### config.mk
export PLATFORM = sky130hd
export DESIGN_NAME = length_prefix_deframer_core
export DESIGN_NICKNAME = d
export VERILOG_FILES = /design/src/sv/lpd_pkg.sv /design/src/sv/length_prefix_deframer_core.sv /design/src/sv/lpd_cfg.sv /design/src/sv/lpd_parse.sv /design/src/sv/lpd_out.sv
export VERILOG_INCLUDE_DIRS = /design/src /design/src/sv
export SDC_FILE = /design/constraint.sdc
export NUM_CORES = 1
export LEC_CHECK = 0
export BUFFER_PORTS_ARGS = -buffer_cell sky130_fd_sc_hd__buf_2
export CORE_AREA = 2 2 130 100
export CTS_BUF_LIST = sky130_fd_sc_hd__clkbuf_4 sky130_fd_sc_hd__clkbuf_8
export DETAILED_ROUTE_END_ITERATION = 10
export DIE_AREA = 0 0 132 102
export GPL_ROUTABILITY_DRIVEN = 0
export HOLD_SLACK_MARGIN = 0.1
export PLACE_DENSITY = 0.82
export SYNTH_ARGS = -nofsm -noshare
export SYNTH_HDL_FRONTEND = slang
export SYNTH_HIERARCHICAL = 1
export SYNTH_SLANG_ARGS = --single-unit
### constraint.sdc
create_clock -name aclk -period 13.95 [get_ports aclk]
set_clock_uncertainty 0.05 [all_clocks]
set_input_delay 2.79 -clock aclk [delete_from_list [all_inputs] [get_ports aclk]]
set_output_delay 2.79 -clock aclk [all_outputs]
set_load 0.02 [all_outputs]
### src/sv/length_prefix_deframer_core_macros.svh
// assertion macros for the length prefix deframer
// used by the modules that carry concurrent checks; no other dependencies
`ifndef LENGTH_PREFIX_DEFRAMER_CORE_MACROS_SVH
`define LENGTH_PREFIX_DEFRAMER_CORE_MACROS_SVH

// antecedent implies consequent in the same cycle
`define LPD_ASSERT_NOW(label, clk, rstn, ante, cons, msg) \
    label: assert property (@(posedge clk) disable iff (!(rstn)) (ante) |-> (cons)) \
        else $error(msg);

// antecedent implies consequent in the next cycle
`define LPD_ASSERT_NEXT(label, clk, rstn, ante, cons, msg) \
    label: assert property (@(posedge clk) disable iff (!(rstn)) (ante) |=> (cons)) \
        else $error(msg);

`endif

### src/sv/lpd_pkg.sv
// shared types and constants for the length prefix deframer
// no dependencies
package lpd_pkg;

    localparam int MAX_HEAD_BYTES = 4;

    localparam int CFG_INDEX_W = 2;
    localparam int CFG_DATA_W  = 32;

    localparam logic [CFG_INDEX_W-1:0] REG_HEAD_BYTES = 2'd0;
    localparam logic [CFG_INDEX_W-1:0] REG_BIG_ENDIAN = 2'd1;
    localparam logic [CFG_INDEX_W-1:0] REG_MAX_LENGTH = 2'd2;

    localparam logic [2:0]  RST_HEAD_BYTES = 3'd4;
    localparam logic        RST_BIG_ENDIAN = 1'b1;
    localparam logic [31:0] RST_MAX_LENGTH = 32'd65535;

    localparam logic OP_DATA     = 1'b0;
    localparam logic OP_LINK_ERR = 1'b1;

    localparam logic [1:0] STATUS_OK       = 2'd0;
    localparam logic [1:0] STATUS_TOO_LONG = 2'd1;
    localparam logic [1:0] STATUS_LINK_ERR = 2'd2;

    typedef struct packed {
        logic [2:0]  head_bytes;
        logic        big_endian;
        logic [31:0] max_length;
    } cfg_t;

    typedef struct packed {
        logic       op;
        logic [7:0] data_byte;
        logic       chunk_end;
    } in_beat_t;

    typedef struct packed {
        logic [7:0] out_byte;
        logic       has_byte;
        logic       msg_last;
        logic [1:0] status;
    } result_t;

endpackage

### src/sv/length_prefix_deframer_core.sv
// top level of the length prefix deframer: config registers, tracker, result register
// depends on lpd_pkg, lpd_cfg, lpd_parse, lpd_out
//
//  channel | dir | handshake         | contents
//  s_      | in  | s_tvalid/s_tready | tdata data_byte, tuser op, tlast chunk_end
//  m_      | out | m_tvalid/m_tready | tdata out_byte, tuser has_byte/status, tlast msg_last
//  cfg_    | in  | cfg_wr_en         | cfg_index register, cfg_wdata value
//
// one beat per cycle while s_tready is high; a beat's result shows on m_ in the cycle after it is taken
// the tracker updates its counters in the cycle of acceptance; a single result register
// decouples the sides, so s_tready is low only while that register holds an untaken result
// header bytes and beats dropped after an error give no output
// synchronous active-low reset clears all state except the result data register and restores register defaults
module length_prefix_deframer_core (
    input  logic                            aclk,
    input  logic                            aresetn,
    input  logic                            s_tvalid,
    output logic                            s_tready,
    input  logic [7:0]                      s_tdata,   // [7:0] data_byte
    input  logic                            s_tuser,   // [0] op
    input  logic                            s_tlast,
    output logic                            m_tvalid,
    input  logic                            m_tready,
    output logic [7:0]                      m_tdata,   // [7:0] out_byte
    output logic [2:0]                      m_tuser,   // [0] has_byte, [2:1] status
    output logic                            m_tlast,
    input  logic                            cfg_wr_en,
    input  logic [lpd_pkg::CFG_INDEX_W-1:0] cfg_index,
    input  logic [lpd_pkg::CFG_DATA_W-1:0]  cfg_wdata
);
    import lpd_pkg::*;

    cfg_t     cfg;
    in_beat_t beat;
    result_t  res;
    result_t  m_res;
    logic     res_valid;
    logic     slot_free;
    logic     beat_acc;

    assign beat.op        = s_tuser;
    assign beat.data_byte = s_tdata;
    assign beat.chunk_end = s_tlast;

    assign s_tready = slot_free;
    assign beat_acc = s_tvalid && slot_free;

    lpd_cfg u_cfg (
        .aclk      (aclk),
        .aresetn   (aresetn),
        .cfg_wr_en (cfg_wr_en),
        .cfg_index (cfg_index),
        .cfg_wdata (cfg_wdata),
        .cfg       (cfg)
    );

    lpd_parse u_parse (
        .aclk      (aclk),
        .aresetn   (aresetn),
        .beat_acc  (beat_acc),
        .beat      (beat),
        .cfg       (cfg),
        .res_valid (res_valid),
        .res       (res)
    );

    lpd_out u_out (
        .aclk      (aclk),
        .aresetn   (aresetn),
        .res_valid (res_valid),
        .res       (res),
        .slot_free (slot_free),
        .m_tvalid  (m_tvalid),
        .m_tready  (m_tready),
        .m_res     (m_res)
    );

    assign m_tdata = m_res.out_byte;
    assign m_tuser = {m_res.status, m_res.has_byte};
    assign m_tlast = m_res.msg_last;

endmodule

### src/sv/lpd_cfg.sv
// configuration register file for the length prefix deframer
// depends on lpd_pkg
module lpd_cfg (
    input  logic                               aclk,
    input  logic                               aresetn,
    input  logic                               cfg_wr_en,
    input  logic [lpd_pkg::CFG_INDEX_W-1:0]    cfg_index,
    input  logic [lpd_pkg::CFG_DATA_W-1:0]     cfg_wdata,
    output lpd_pkg::cfg_t                      cfg
);
    import lpd_pkg::*;

    cfg_t cfg_reg;
    cfg_t cfg_next;

    always_comb begin
        cfg_next = cfg_reg;
        if (cfg_wr_en) begin
            case (cfg_index)
                REG_HEAD_BYTES: cfg_next.head_bytes = cfg_wdata[2:0];
                REG_BIG_ENDIAN: cfg_next.big_endian = cfg_wdata[0];
                REG_MAX_LENGTH: cfg_next.max_length = cfg_wdata[31:0];
                default:        cfg_next = cfg_reg;
            endcase
        end
    end

    always_ff @(posedge aclk) begin
        if (!aresetn) begin
            cfg_reg.head_bytes <= RST_HEAD_BYTES;
            cfg_reg.big_endian <= RST_BIG_ENDIAN;
            cfg_reg.max_length <= RST_MAX_LENGTH;
        end else begin
            cfg_reg <= cfg_next;
        end
    end

    assign cfg = cfg_reg;

endmodule

### src/sv/lpd_parse.sv
// header/payload tracker: per-beat state update and result decision
// depends on lpd_pkg and length_prefix_deframer_core_macros.svh
`include "length_prefix_deframer_core_macros.svh"

module lpd_parse (
    input  logic              aclk,
    input  logic              aresetn,
    input  logic              beat_acc,
    input  lpd_pkg::in_beat_t beat,
    input  lpd_pkg::cfg_t     cfg,
    output logic              res_valid,
    output lpd_pkg::result_t  res
);
    import lpd_pkg::*;

    logic [2:0]  header_count_reg, header_count_next;
    logic [31:0] length_accum_reg, length_accum_next;
    logic [31:0] remaining_reg, remaining_next;
    logic        in_payload_reg, in_payload_next;
    logic        error_latched_reg, error_latched_next;
    logic        length_over_reg, length_over_next;

    logic [2:0]  head_eff;
    logic [31:0] accum_new;
    logic        over_new;
    logic [2:0]  count_new;
    logic [31:0] rem_dec;

    assign head_eff = (cfg.head_bytes > 3'(MAX_HEAD_BYTES)) ? 3'(MAX_HEAD_BYTES)
                                                           : cfg.head_bytes;
    assign count_new = header_count_reg + 3'd1;
    assign rem_dec   = (remaining_reg == 32'd0) ? 32'd0 : remaining_reg - 32'd1;

    // header byte folded into the length, either byte order
    always_comb begin
        accum_new = length_accum_reg;
        over_new  = length_over_reg;
        if (cfg.big_endian) begin
            if (length_accum_reg[31:24] != 8'd0) begin
                over_new = 1'b1;
            end
            accum_new = {length_accum_reg[23:0], beat.data_byte};
        end else if (header_count_reg < 3'd4) begin
            accum_new = length_accum_reg
                      | (32'(beat.data_byte) << {header_count_reg[1:0], 3'b000});
        end else if (beat.data_byte != 8'd0) begin
            over_new = 1'b1;
        end
    end

    always_comb begin
        header_count_next  = header_count_reg;
        length_accum_next  = length_accum_reg;
        remaining_next     = remaining_reg;
        in_payload_next    = in_payload_reg;
        error_latched_next = error_latched_reg;
        length_over_next   = length_over_reg;
        res_valid          = 1'b0;
        res                = '0;

        if (beat_acc && !error_latched_reg) begin
            if (beat.op == OP_LINK_ERR) begin
                header_count_next  = 3'd0;
                length_accum_next  = 32'd0;
                remaining_next     = 32'd0;
                in_payload_next    = 1'b0;
                length_over_next   = 1'b0;
                error_latched_next = 1'b1;
                res_valid          = 1'b1;
                res.msg_last       = 1'b1;
                res.status         = STATUS_LINK_ERR;
            end else if (in_payload_reg) begin
                res_valid    = 1'b1;
                res.out_byte = beat.data_byte;
                res.has_byte = 1'b1;
                res.status   = STATUS_OK;
                if (rem_dec == 32'd0) begin
                    header_count_next = 3'd0;
                    length_accum_next = 32'd0;
                    remaining_next    = 32'd0;
                    in_payload_next   = 1'b0;
                    length_over_next  = 1'b0;
                    res.msg_last      = 1'b1;
                end else begin
                    remaining_next = rem_dec;
                end
            end else if (head_eff == 3'd0) begin
                // chunk pass-through
                res_valid    = 1'b1;
                res.out_byte = beat.data_byte;
                res.has_byte = 1'b1;
                res.msg_last = beat.chunk_end;
                res.status   = STATUS_OK;
            end else if (count_new != 3'd0 && count_new < head_eff) begin
                header_count_next = count_new;
                length_accum_next = accum_new;
                length_over_next  = over_new;
            end else begin
                header_count_next = 3'd0;
                length_accum_next = 32'd0;
                length_over_next  = 1'b0;
                if (over_new || accum_new > cfg.max_length) begin
                    remaining_next     = 32'd0;
                    in_payload_next    = 1'b0;
                    error_latched_next = 1'b1;
                    res_valid          = 1'b1;
                    res.msg_last       = 1'b1;
                    res.status         = STATUS_TOO_LONG;
                end else if (accum_new == 32'd0) begin
                    // empty message
                    remaining_next = 32'd0;
                    in_payload_next = 1'b0;
                    res_valid      = 1'b1;
                    res.msg_last   = 1'b1;
                    res.status     = STATUS_OK;
                end else begin
                    remaining_next  = accum_new;
                    in_payload_next = 1'b1;
                end
            end
        end
    end

    always_ff @(posedge aclk) begin
        if (!aresetn) begin
            header_count_reg  <= 3'd0;
            length_accum_reg  <= 32'd0;
            remaining_reg     <= 32'd0;
            in_payload_reg    <= 1'b0;
            error_latched_reg <= 1'b0;
            length_over_reg   <= 1'b0;
        end else begin
            header_count_reg  <= header_count_next;
            length_accum_reg  <= length_accum_next;
            remaining_reg     <= remaining_next;
            in_payload_reg    <= in_payload_next;
            error_latched_reg <= error_latched_next;
            length_over_reg   <= length_over_next;
        end
    end

    `LPD_ASSERT_NEXT(a_err_sticky, aclk, aresetn, error_latched_reg, error_latched_reg, "error latch cleared without reset")
    `LPD_ASSERT_NOW(a_payload_nonzero, aclk, aresetn, in_payload_reg, remaining_reg != 32'd0, "payload active with zero bytes left")
    `LPD_ASSERT_NOW(a_quiet_after_err, aclk, aresetn, error_latched_reg, !res_valid, "result produced after error")
    `LPD_ASSERT_NEXT(a_err_latches, aclk, aresetn, res_valid && res.status != STATUS_OK, error_latched_reg, "error report did not latch")

endmodule

### src/sv/lpd_out.sv
// result register between the tracker and the master side
// depends on lpd_pkg
module lpd_out (
    input  logic             aclk,
    input  logic             aresetn,
    input  logic             res_valid,
    input  lpd_pkg::result_t res,
    output logic             slot_free,
    output logic             m_tvalid,
    input  logic             m_tready,
    output lpd_pkg::result_t m_res
);
    import lpd_pkg::*;

    logic    valid_reg, valid_next;
    result_t res_reg;

    // slot can be refilled in the same cycle it drains
    assign slot_free = !valid_reg || m_tready;

    always_comb begin
        valid_next = valid_reg;
        if (res_valid) begin
            valid_next = 1'b1;
        end else if (m_tready) begin
            valid_next = 1'b0;
        end
    end

    always_ff @(posedge aclk) begin
        if (!aresetn) begin
            valid_reg <= 1'b0;
        end else begin
            valid_reg <= valid_next;
        end
    end

    always_ff @(posedge aclk) begin
        if (res_valid) begin
            res_reg <= res;
        end
    end

    assign m_tvalid = valid_reg;
    assign m_res    = res_reg;

endmodule
==> results of run 1 <==
[per-layer routing]
| metal | vias to the layer above | share of wire [%] | track usage (%) | wire length [um] |
|---|---|---|---|---|
| met5 | - | 0 | 0 | 0 |
| met4 | 0 | 3.2 | 13.6 | 720 |
| met3 | 70 | 12 | 9.82 | 2780 |
| met2 | 485 | 42 | 51.8 | 9450 |
| met1 | 3423 | 43 | 47.0 | 9820 |
| li1 | 3506 | - | - | - |
[cell usage after synthesis (all sizes together) (6+ instances only)]
cell / n
ha: 37
a21o: 9
nor2b: 15
mux2i: 26
buf: 32
a2bb2oi: 11
or2: 7
dfxtp: 107
edfxtp: 12
a31oi: 6
o211ai: 24
nand3b: 6
nand2b: 11
nand3: 53
nor3: 29
a211oi: 7
or4: 11
and2: 12
nand4b: 17
o31ai: 25
clkbuf: 34
xor2: 11
nor4: 21
nand4: 18
o21ai: 65
nor2: 31
inv: 81
a21oi: 61
or3: 8
nand2: 87
[cell type report]
cell class | instances | area [um2]
repair buffers | 69 | 365
fillers | 982 | 3680
inverters | 81 | 304
multi-input cells | 681 | 4670
well taps | 166 | 208
clock buffers | 19 | 262
clock inverters | 13 | 144
flip-flops and latches | 119 | 2500
[report_power, final]
part | switching (mW) | total, mW | internal (mW)
Combinational | 0.152 | 0.233 | 0.0814
Sequential | 0.0218 | 0.384 | 0.363
Clock | 0.155 | 0.325 | 0.170
Total | 0.329 | 0.943 | 0.614
[worst max-delay path: cells and delay by family]
family	cells	cell delay, ps
AND/OR/NAND/NOR	4	940
adder cells (fa/ha/maj)	1	320
buffers and inverters	2	270
AO/OA/AOI/OAI	5	2300
[cell usage in the layout (no fill, tap or decap), drive strengths merged, types with 6 or more instances in the layout]
cell type | netlist | layout
edfxtp | 12 | 12
nand4 | 18 | 18
buf | 32 | 69
nor2b | 15 | 15
dfxtp | 107 | 107
a31oi | 6 | 6
nand3 | 53 | 53
or4 | 11 | 11
nand4b | 17 | 17
o31ai | 25 | 25
o21ai | 65 | 65
a211oi | 7 | 7
mux2i | 26 | 26
a2bb2oi | 11 | 11
or3 | 8 | 8
nand2b | 11 | 11
ha | 37 | 37
nor3 | 29 | 29
xor2 | 11 | 11
nor2 | 31 | 31
clkbuf | 34 | 19
o211ai | 24 | 24
inv | 81 | 85
and2 | 12 | 12
a21o | 9 | 9
a21oi | 61 | 61
nand3b | 6 | 6
or2 | 7 | 7
nand2 | 87 | 87
nor4 | 21 | 21
[path summary, 6_finish.rpt]
path,cells past startpoint,start,endpoint,slack [ps]
hold / removal,2,u_cfg/cfg[25]$_SDFFE_PN0P_,u_cfg/cfg[25]$_SDFFE_PN0P_,410
hold reg to reg,2,u_cfg/cfg[25]$_SDFFE_PN0P_,u_cfg/cfg[25]$_SDFFE_PN0P_,410
setup reg to reg,12,u_parse/header_count_reg[0]$_SDFFE_PN0P_,u_out/m_res[6]$_DFFE_PP_,8730
setup / recovery,12,s_tdata[2],u_out/m_res[6]$_DFFE_PP_,7380
[cells by family after synthesis]
| family | after synthesis | share of synthesized area (%) |
|---|---|---|
| XOR/XNOR | 16 | 1.80 |
| adder cells (fa/ha/maj) | 37 | 5.95 |
| AND/OR/NAND/NOR | 349 | 25.7 |
| flip-flops | 119 | 32.1 |
| AO/OA/AOI/OAI | 253 | 23.0 |
| buffers and inverters | 147 | 8.15 |
| multiplexers | 26 | 3.34 |
==> flow_summary.yaml, run 1 <==
route:
  detail_route.iter0.violations: 1094
  remaining_drc_errors: 0
  viasPerCell: 6.52
  wl_per_cell_um: 19.8
  ant_nets: 0
  vias: 7484
  drt_first_pass_iters: 6
  drt_wl_total_mm: 22.8
worst_setup_path:
  critical_path.slowest_cell: "a2111oi_1"
  cp-start-kind: "primary input"
  critPathCaptureType: "register"
  max_stage_delay_ps: 860
  critPathRequiredTime_ps: 14000
  cp.arrival_ps: 6620
  crit_fanout: 13
  cp_common_cell: "nor2_1"
  crit_path_cell_trace: "buf_2 -> and4b_1 -> o31ai_1 -> inv_1 -> ha_1 -> and3_1 -> a221oi_1 -> nor2_1 -> a211oi_1 -> o21ai_0 -> a2111oi_1 -> nor2_1"
  path_class: "in2reg"
sta:
  rsz0062_at_grt: "no"
  tightest_slew_ps: 1210
  setup_viol: 0
  period_minus_slack_ps: 6570
  slew_headroom_pct: 19.0
  maxSlewViolCount: 0
  fin_crit_sh_pct: 47.1
  fmax_mhz: 152
  setup_slack_ps: 7380
  setup_tns_ps: 0
  timing.hold.ws_ps: 413
  finalHoldViolCount: 0
cells_and_area:
  syn_to_final_growth_pct: 8.55
  n_antenna_cell: 0
  fin_nets: 1055
  postLayoutCoreUtil_pct: 69.7
  largest_reg_flops: 36
  fin_area_mm2: 0.00845
  final_cells: 1148
  drive_above_1_share_pct: 15.5
synthesis:
  synth_top_area_share_pct: 27.5
  synth_warnings: 6
  synth-seq-cells: 119
  ys_seq_area_share_pct: 32.1
  synth.cell_area_mm2: 0.00778
  yosys.cell_types.count: 83
  synth_area_leaders: "dfxtp_1, ha_1, edfxtp_1"
  syn_area_per_cell_um2: 8.22
  synth-edff-count: 12
  synth_flop_cell: "dfxtp_1"
  netlist.top_cell.by_area: "dfxtp_1"
  synthCells: 947
  synthArstFlopShare_pct: 0
  syn_nets: 1033
power:
  p_per_area_mw_per_mm2: 112
  leakage_nw: 3.53
  p_total_uw: 943
  ir_drop_v: 0.0000626
floorplan:
  die-area_mm2: 0.0135
  io-pin-count: 63
  design.core.area_mm2: 0.0121
  die_x_um: 132
  initial_utilization_pct: 64.2
  chipHeight_um: 102
  num_rows: 35
global_route:
  gr-usage-all-layers_pct: 34.4
  antenna_found_initial: 0
  grt_start_max_net_pins: 81
  grt-ovfl-total: 0
  grt_pass1_vias: 6760
  grt_pass1_wl_mm: 36.3
placement:
  hpwl_mm: 15.9
  io_buffers: 62
  dp.cells: 1116
  place_ws_ps: 7140
  place_area_mm2: 0.00805
status:
  status: "finished, final reports clean"
clocking:
  clock_latency_ps: 450
  clock_path_buffers: 2
  cts-root-buf: "clkbuf_8"
  cts_sinks: 119
  clk_pin_slew_ps: 80
  cts_buffers: 17
  cts_hold_buf: 0
  cts_resized: 0
  cts_tree: "done"
  post_cts_buffers: 0
  h-tree-depth: 4
run:
  cap_violations: 0
hold_path:
  min_path_type: "reg2reg"
(Power assumes the default switching activity.)
==> run 2, diff against run 1 <==
--- a/config.mk
+++ b/config.mk
@@ -7,13 +7,13 @@
 export NUM_CORES = 1
 export LEC_CHECK = 0
 export BUFFER_PORTS_ARGS = -buffer_cell sky130_fd_sc_hd__buf_2
-export CORE_AREA = 2 2 130 100
+export CORE_AREA = 2 2 132 102
 export CTS_BUF_LIST = sky130_fd_sc_hd__clkbuf_4 sky130_fd_sc_hd__clkbuf_8
 export DETAILED_ROUTE_END_ITERATION = 10
-export DIE_AREA = 0 0 132 102
+export DIE_AREA = 0 0 134 104
 export GPL_ROUTABILITY_DRIVEN = 0
 export HOLD_SLACK_MARGIN = 0.1
-export PLACE_DENSITY = 0.82
+export PLACE_DENSITY = 0.8
 export SYNTH_ARGS = -nofsm -noshare
 export SYNTH_HDL_FRONTEND = slang
 export SYNTH_HIERARCHICAL = 1
==> constraint.sdc (replaced) <==
create_clock -name aclk -period 6.6 [get_ports aclk]
set_clock_uncertainty 0.05 [all_clocks]
set_input_delay 1.32 -clock aclk [delete_from_list [all_inputs] [get_ports aclk]]
set_output_delay 1.32 -clock aclk [all_outputs]
set_load 0.02 [all_outputs]
==> run 2 against run 1 <==
Worst hold slack got worse by 4.5 ps. Die area up 3.5%. Sequential share of layout area down 0.24 points. Combinational power up 110%. Final cell count rose by 0.70%. Final area rose by 0.81%. Count of clock-buffer cells in the layout shrank 1. Critical path depth did not move. Critical endpoint is now u_out/m_res[9]$_DFFE_PP_. Highest routed layer unchanged.
==> flow_summary.yaml, run 2 (synthesis gave the netlist of run 1 again) <==
status:
  status: "finished, final reports clean"
cells_and_area:
  largest_reg_flops: 36
  final_common_cell: "dfxtp_1"
  n_antenna_cell: 0
  multiInputGateArea_mm2: 0.00467
  syn_to_final_growth_pct: 9.43
  fillers: 1077
  layout_common_cells: "dfxtp_1, nand2_1, inv_1, buf_2, a21oi_1"
  postLayoutCoreUtil_pct: 67.3
  fin_nets: 1058
  seq_area_mm2: 0.00250
  fin_area_mm2: 0.00852
  final_cells: 1156
  drive_above_1_share_pct: 15.7
placement:
  place_area_mm2: 0.00807
  io_buffers: 62
  place_ws_ps: 1210
  hpwl_mm: 15.9
  dp.cells: 1124
global_route:
  grt_pass1_wl_mm: 35.6
  grt_start_max_net_pins: 82
  gr-usage-all-layers_pct: 32.3
  antenna_found_initial: 0
  grt-ovfl-total: 0
  grt_pass1_vias: 6593
power:
  leakage_nw: 3.56
  power.share.switching_pct: 33.7
  clock_power_share_pct: 36.5
  ir_drop_v: 0.000147
  switchingPower_uw: 694
  intPower_mw: 1.36
  p_per_area_mw_per_mm2: 242
  p_total_mw: 2.06
  pwr-share-seq_pct: 39.4
  pwr-share-comb_pct: 24.1
sta:
  fmax_mhz: 193
  setup_tns_ps: 0
  tightest_slew_ps: 1220
  setup_viol: 0
  timing.hold.ws_ps: 408
  setup_slack_ps: 1410
  maxSlewViolCount: 0
  period_minus_slack_ps: 5190
  slew_headroom_pct: 18.3
  rsz0062_at_grt: "no"
  fin_crit_sh_pct: 78.6
  finalHoldViolCount: 0
worst_setup_path:
  cp.arrival_ps: 5240
  critPathRequiredTime_ps: 6650
  rr_worst_depth: 12
  path_class: "reg2reg"
  crit_path_cell_trace: "nor3b_2 -> a211oi_1 -> a21oi_1 -> ha_1 -> nand4_1 -> inv_1 -> a221oi_1 -> o211ai_1 -> a211oi_1 -> o21ai_0 -> a2111oi_1 -> nor2_1"
  cp_common_cell: "a211oi_1"
  r2r_setup_slack_ps: 1410
  r2r-start: "u_parse/header_count_reg[0]$_SDFFE_PN0P_"
  r2r_end: "u_out/m_res[9]$_DFFE_PP_"
  crit_fanout: 19
  max_stage_delay_ps: 790
  critPathCaptureType: "register"
  cp-start-kind: "register"
  critical_path.slowest_cell: "a2111oi_1"
route:
  drt_wl_total_mm: 22.3
  remaining_drc_errors: 0
  viasPerCell: 6.51
  vias: 7523
  wl_per_cell_um: 19.3
  drt_first_pass_iters: 6
  ant_nets: 0
  detail_route.iter0.violations: 1093
floorplan:
  die_x_um: 134
  num_rows: 36
  io-pin-count: 63
  design.core.area_mm2: 0.0127
  die-area_mm2: 0.0139
  chipHeight_um: 104
  initial_utilization_pct: 61.5
clocking:
  cts_resized: 0
  clk_pin_slew_ps: 90
  cts_buffers: 17
  clock_latency_ps: 460
  cts_tree: "done"
  clock_path_buffers: 2
  cts-root-buf: "clkbuf_8"
  h-tree-depth: 4
  post_cts_buffers: 0
  cts_hold_buf: 0
  cts_sinks: 119
hold_path:
  min_path_type: "reg2reg"
  hp-start: "u_cfg/cfg[16]$_SDFFE_PN0P_"
  hold-path-endpoint: "u_cfg/cfg[16]$_SDFFE_PN0P_"
  holdPathStages: 2
run:
  cap_violations: 0
## run 2: changes by cell type in the layout (fill, tap and decap cells not counted)
cell,change
buf_4,+3
bufinv_16,+2
inv_6,-2
clkbuf_8,-1
clkinv_2,-1
clkinv_4,+1
clkinvlp_4,+1
## run 2: layout make-up
cell class | count | share of cell area [%]
clock inverter | 14 | 2.32
sequential | 119 | 29.4
inverter | 81 | 3.57
clock buffer | 18 | 2.91
tap | 171 | 2.51
multi-input combinational | 681 | 54.8
timing repair buffer | 72 | 4.55
## run 2: worst max path at each step
stage	slack, ps	to	startpoint	cells after the start
final	1410	u_out/m_res[9]$_DFFE_PP_	u_parse/header_count_reg[0]$_SDFFE_PN0P_	12
after global routing	1110	u_out/m_res[7]$_DFFE_PP_	u_parse/header_count_reg[0]$_SDFFE_PN0P_	12
after detailed placement	1210	u_out/m_res[9]$_DFFE_PP_	s_tdata[2]	12
after CTS	1570	u_out/m_res[9]$_DFFE_PP_	u_parse/header_count_reg[0]$_SDFFE_PN0P_	12
after global placement	1320	u_out/m_res[9]$_DFFE_PP_	s_tdata[2]	12
after floorplan	2010	u_out/m_res[0]$_DFFE_PP_	s_tdata[2]	11
## run 2: power groups by stage
| stage | logic, mW | registers, mW | clock network (mW) |
|---|---|---|---|
| after floorplan | 0.368 | 0.815 | 0 |
| after global placement | 0.469 | 0.825 | 0 |
| after detailed placement | 0.477 | 0.826 | 0 |
| after CTS | 0.480 | 0.809 | 0.753 |
| after global routing | 0.535 | 0.817 | 0.784 |
| final | 0.495 | 0.811 | 0.751 |
## run 2: worst max-delay path: cells and delay by family (launching register included)
family                     cells  cell delay, ps
AOI/OAI and AO/OA              7            2470
and+or+nand+nor                3            1140
DFF                            1             760
adders and majority gates      1             350
buffers and inverters          1              60
## run 2: routing by layer
metal  track usage, %  part of all wire (%)
met5                0                     0
met1             47.8                    45
met4             13.8                   3.5
met3             8.48                    12
met2             43.6                    40
==> run 3, diff against run 2 <==
==> constraint.sdc (replaced) <==
create_clock -name aclk -period 5.02 [get_ports aclk]
set_clock_uncertainty 0.05 [all_clocks]
set_input_delay 1.004 -clock aclk [delete_from_list [all_inputs] [get_ports aclk]]
set_output_delay 1.004 -clock aclk [all_outputs]
set_load 0.02 [all_outputs]
==> run 3 against run 2 <==
Highest routed layer unchanged. Via count increased by 0.33%. Maximum frequency increased by 10%. Final area increased by 2.0%. First-iteration DRC count decreased by 2.1%. Largest cell class unchanged. Worst setup slack got worse by 1100 ps.
==> flow_summary.yaml, run 3 (synthesis gave the netlist of run 1 again) <==
clocking:
  clock_latency_ps: 450
  cts-root-buf: "clkbuf_8"
  clk_pin_slew_ps: 70
  cts_tree: "done"
  h-tree-depth: 4
  clock_path_buffers: 2
  cts_sinks: 119
  cts_buffers: 17
  cts_hold_buf: 0
route:
  wl_per_cell_um: 19.4
  met1_length_mm: 10.3
  drt_wl_total_mm: 22.9
  ant_nets: 0
  vias: 7548
  wl_met3_mm: 2.96
  viasPerCell: 6.40
  remaining_drc_errors: 0
  dr_wl_met2_mm: 9.18
  drt_first_pass_iters: 6
  detail_route.iter0.violations: 1070
  highest_layer: "met4"
sta:
  fmax_mhz: 213
  slew_headroom_pct: 18.1
  fin_crit_sh_pct: 93.6
  rsz0062_at_grt: "no"
  timing.hold.ws_ps: 410
  setup_tns_ps: 0
  setup_viol: 0
  period_minus_slack_ps: 4700
  tightest_slew_ps: 1230
  finalHoldViolCount: 0
  maxSlewViolCount: 0
floorplan:
  initial_utilization_pct: 61.5
  chipHeight_um: 104
  num_rows: 36
  die_x_um: 134
  io-pin-count: 63
  die-area_mm2: 0.0139
  design.core.area_mm2: 0.0127
worst_setup_path:
  critPathBufInv: 0
  r2r-start: "u_parse/header_count_reg[1]$_SDFFE_PN0P_"
  critPathCaptureType: "register"
  crit_path_cell_trace: "nor3b_4 -> a21oi_1 -> a21oi_1 -> ha_1 -> and2_0 -> a221oi_1 -> o2111ai_1 -> a211oi_1 -> o21ai_0 -> a2111oi_1 -> nor2_1"
  cp.arrival_ps: 4780
  max_stage_delay_ps: 630
  crit_fanout: 13
  r2r_setup_slack_ps: 320
  cp_common_cell: "a21oi_1"
  critPathRequiredTime_ps: 5090
  cp-start-kind: "register"
  r2r_end: "u_out/m_res[7]$_DFFE_PP_"
  critical_path.slowest_cell: "dfxtp_1"
  path_class: "reg2reg"
  crit_family: "compound AO/OA/AOI/OAI gates"
  rr_worst_depth: 11
power:
  pwr-share-comb_pct: 25.4
  intPower_mw: 1.80
  switchingPower_uw: 870
  power.share.switching_pct: 32.6
  pwr-share-seq_pct: 40.0
  p_per_area_mw_per_mm2: 307
  clock_power_share_pct: 34.7
  ir_drop_v: 0.000229
  leakage_nw: 3.68
placement:
  place_area_mm2: 0.00826
  hpwl_mm: 16.3
  io_buffers: 62
hold_path:
  min_path_type: "reg2reg"
  hold-path-endpoint: "u_cfg/cfg[18]$_SDFFE_PN0P_"
  hp-start: "u_cfg/cfg[18]$_SDFFE_PN0P_"
  holdPathStages: 2
cells_and_area:
  largest_reg_flops: 36
  layout_common_cells: "dfxtp_1, nand2_1, inv_1, buf_2, a21oi_1"
  fin_area_mm2: 0.00869
  final_common_cell: "dfxtp_1"
  fillers: 1027
  drive_above_1_share_pct: 17.6
  fin_nets: 1079
  syn_to_final_growth_pct: 11.7
global_route:
  gr-usage-all-layers_pct: 33.4
  grt_start_max_net_pins: 75
  antenna_found_initial: 2
  grt-ovfl-total: 0
  grt_pass1_wl_mm: 36.5
  grt_pass1_vias: 6669
run:
  cap_violations: 0
status:
  status: "finished, final reports clean"
run 3: layout make-up:
class / count / area [um2] / area share, %
repair buffers: 93 / 571 / 6.56
multi-input cells: 681 / 4680 / 53.8
diodes: 2 / 5.00 / 0.0576
clock buffers: 23 / 298 / 3.43
well taps: 171 / 214 / 2.46
flip-flops and latches: 119 / 2500 / 28.8
clock inverters: 9 / 123 / 1.41
inverters: 81 / 304 / 3.50
run 3: per-stage QoR:
stage,utilization (%),power [mW],cells,setup slack (ps)
finish,68.7,2.67,1179,319
floorplan,-,1.55,947,452
detailed placement,65.2,1.73,1145,298
CTS,68.6,2.65,1177,533
global route,68.6,2.78,1177,80.9
global placement,65.2,1.72,1145,381
run 3: power groups by stage:
stage               clock (mW)  combinational, mW  sequential [mW]
floorplan                    0              0.484             1.07
global placement             0              0.640             1.08
detailed placement           0              0.648             1.08
CTS                      0.934              0.655             1.06
global route             0.980              0.732             1.07
finish                   0.924              0.676             1.07
run 3: routing by layer:
layer	global-route usage [%]	vias to the layer above
li1	-	3559
met1	48.9	3505
met2	45.2	435
met3	12.5	49
met4	9.42	0
met5	0	-
run 3: what timing repair did:
item / CTS / global route
endpoints found under the hold margin: 0 / 0
setup buffers: 0 / 0
resized for setup: 0 / 2
endpoints found under the setup margin: 0 / 13
run 3: worst min-delay path, delay by kind of cell (launching register included):
family	cells	cell delay, ps
AND/OR/NAND/NOR	1	50
multiplexers	1	50
flip-flops	1	310
run 3: worst max-delay path by stage:
| stage | start | to | slack [ps] | depth (start not counted) |
|---|---|---|---|---|
| floorplan | u_cfg/cfg[32]$_SDFFE_PN1P_ | u_out/m_res[0]$_DFFE_PP_ | 450 | 16 |
| global placement | s_tdata[6] | u_out/m_res[9]$_DFFE_PP_ | 380 | 13 |
| detailed placement | s_tdata[6] | u_out/m_res[9]$_DFFE_PP_ | 300 | 13 |
| CTS | u_parse/header_count_reg[1]$_SDFFE_PN0P_ | u_out/m_res[9]$_DFFE_PP_ | 530 | 12 |
| global route | u_parse/header_count_reg[1]$_SDFFE_PN0P_ | u_out/m_tvalid$_SDFFE_PN0P_ | 80 | 13 |
| finish | u_parse/header_count_reg[1]$_SDFFE_PN0P_ | u_out/m_res[7]$_DFFE_PP_ | 320 | 11 |
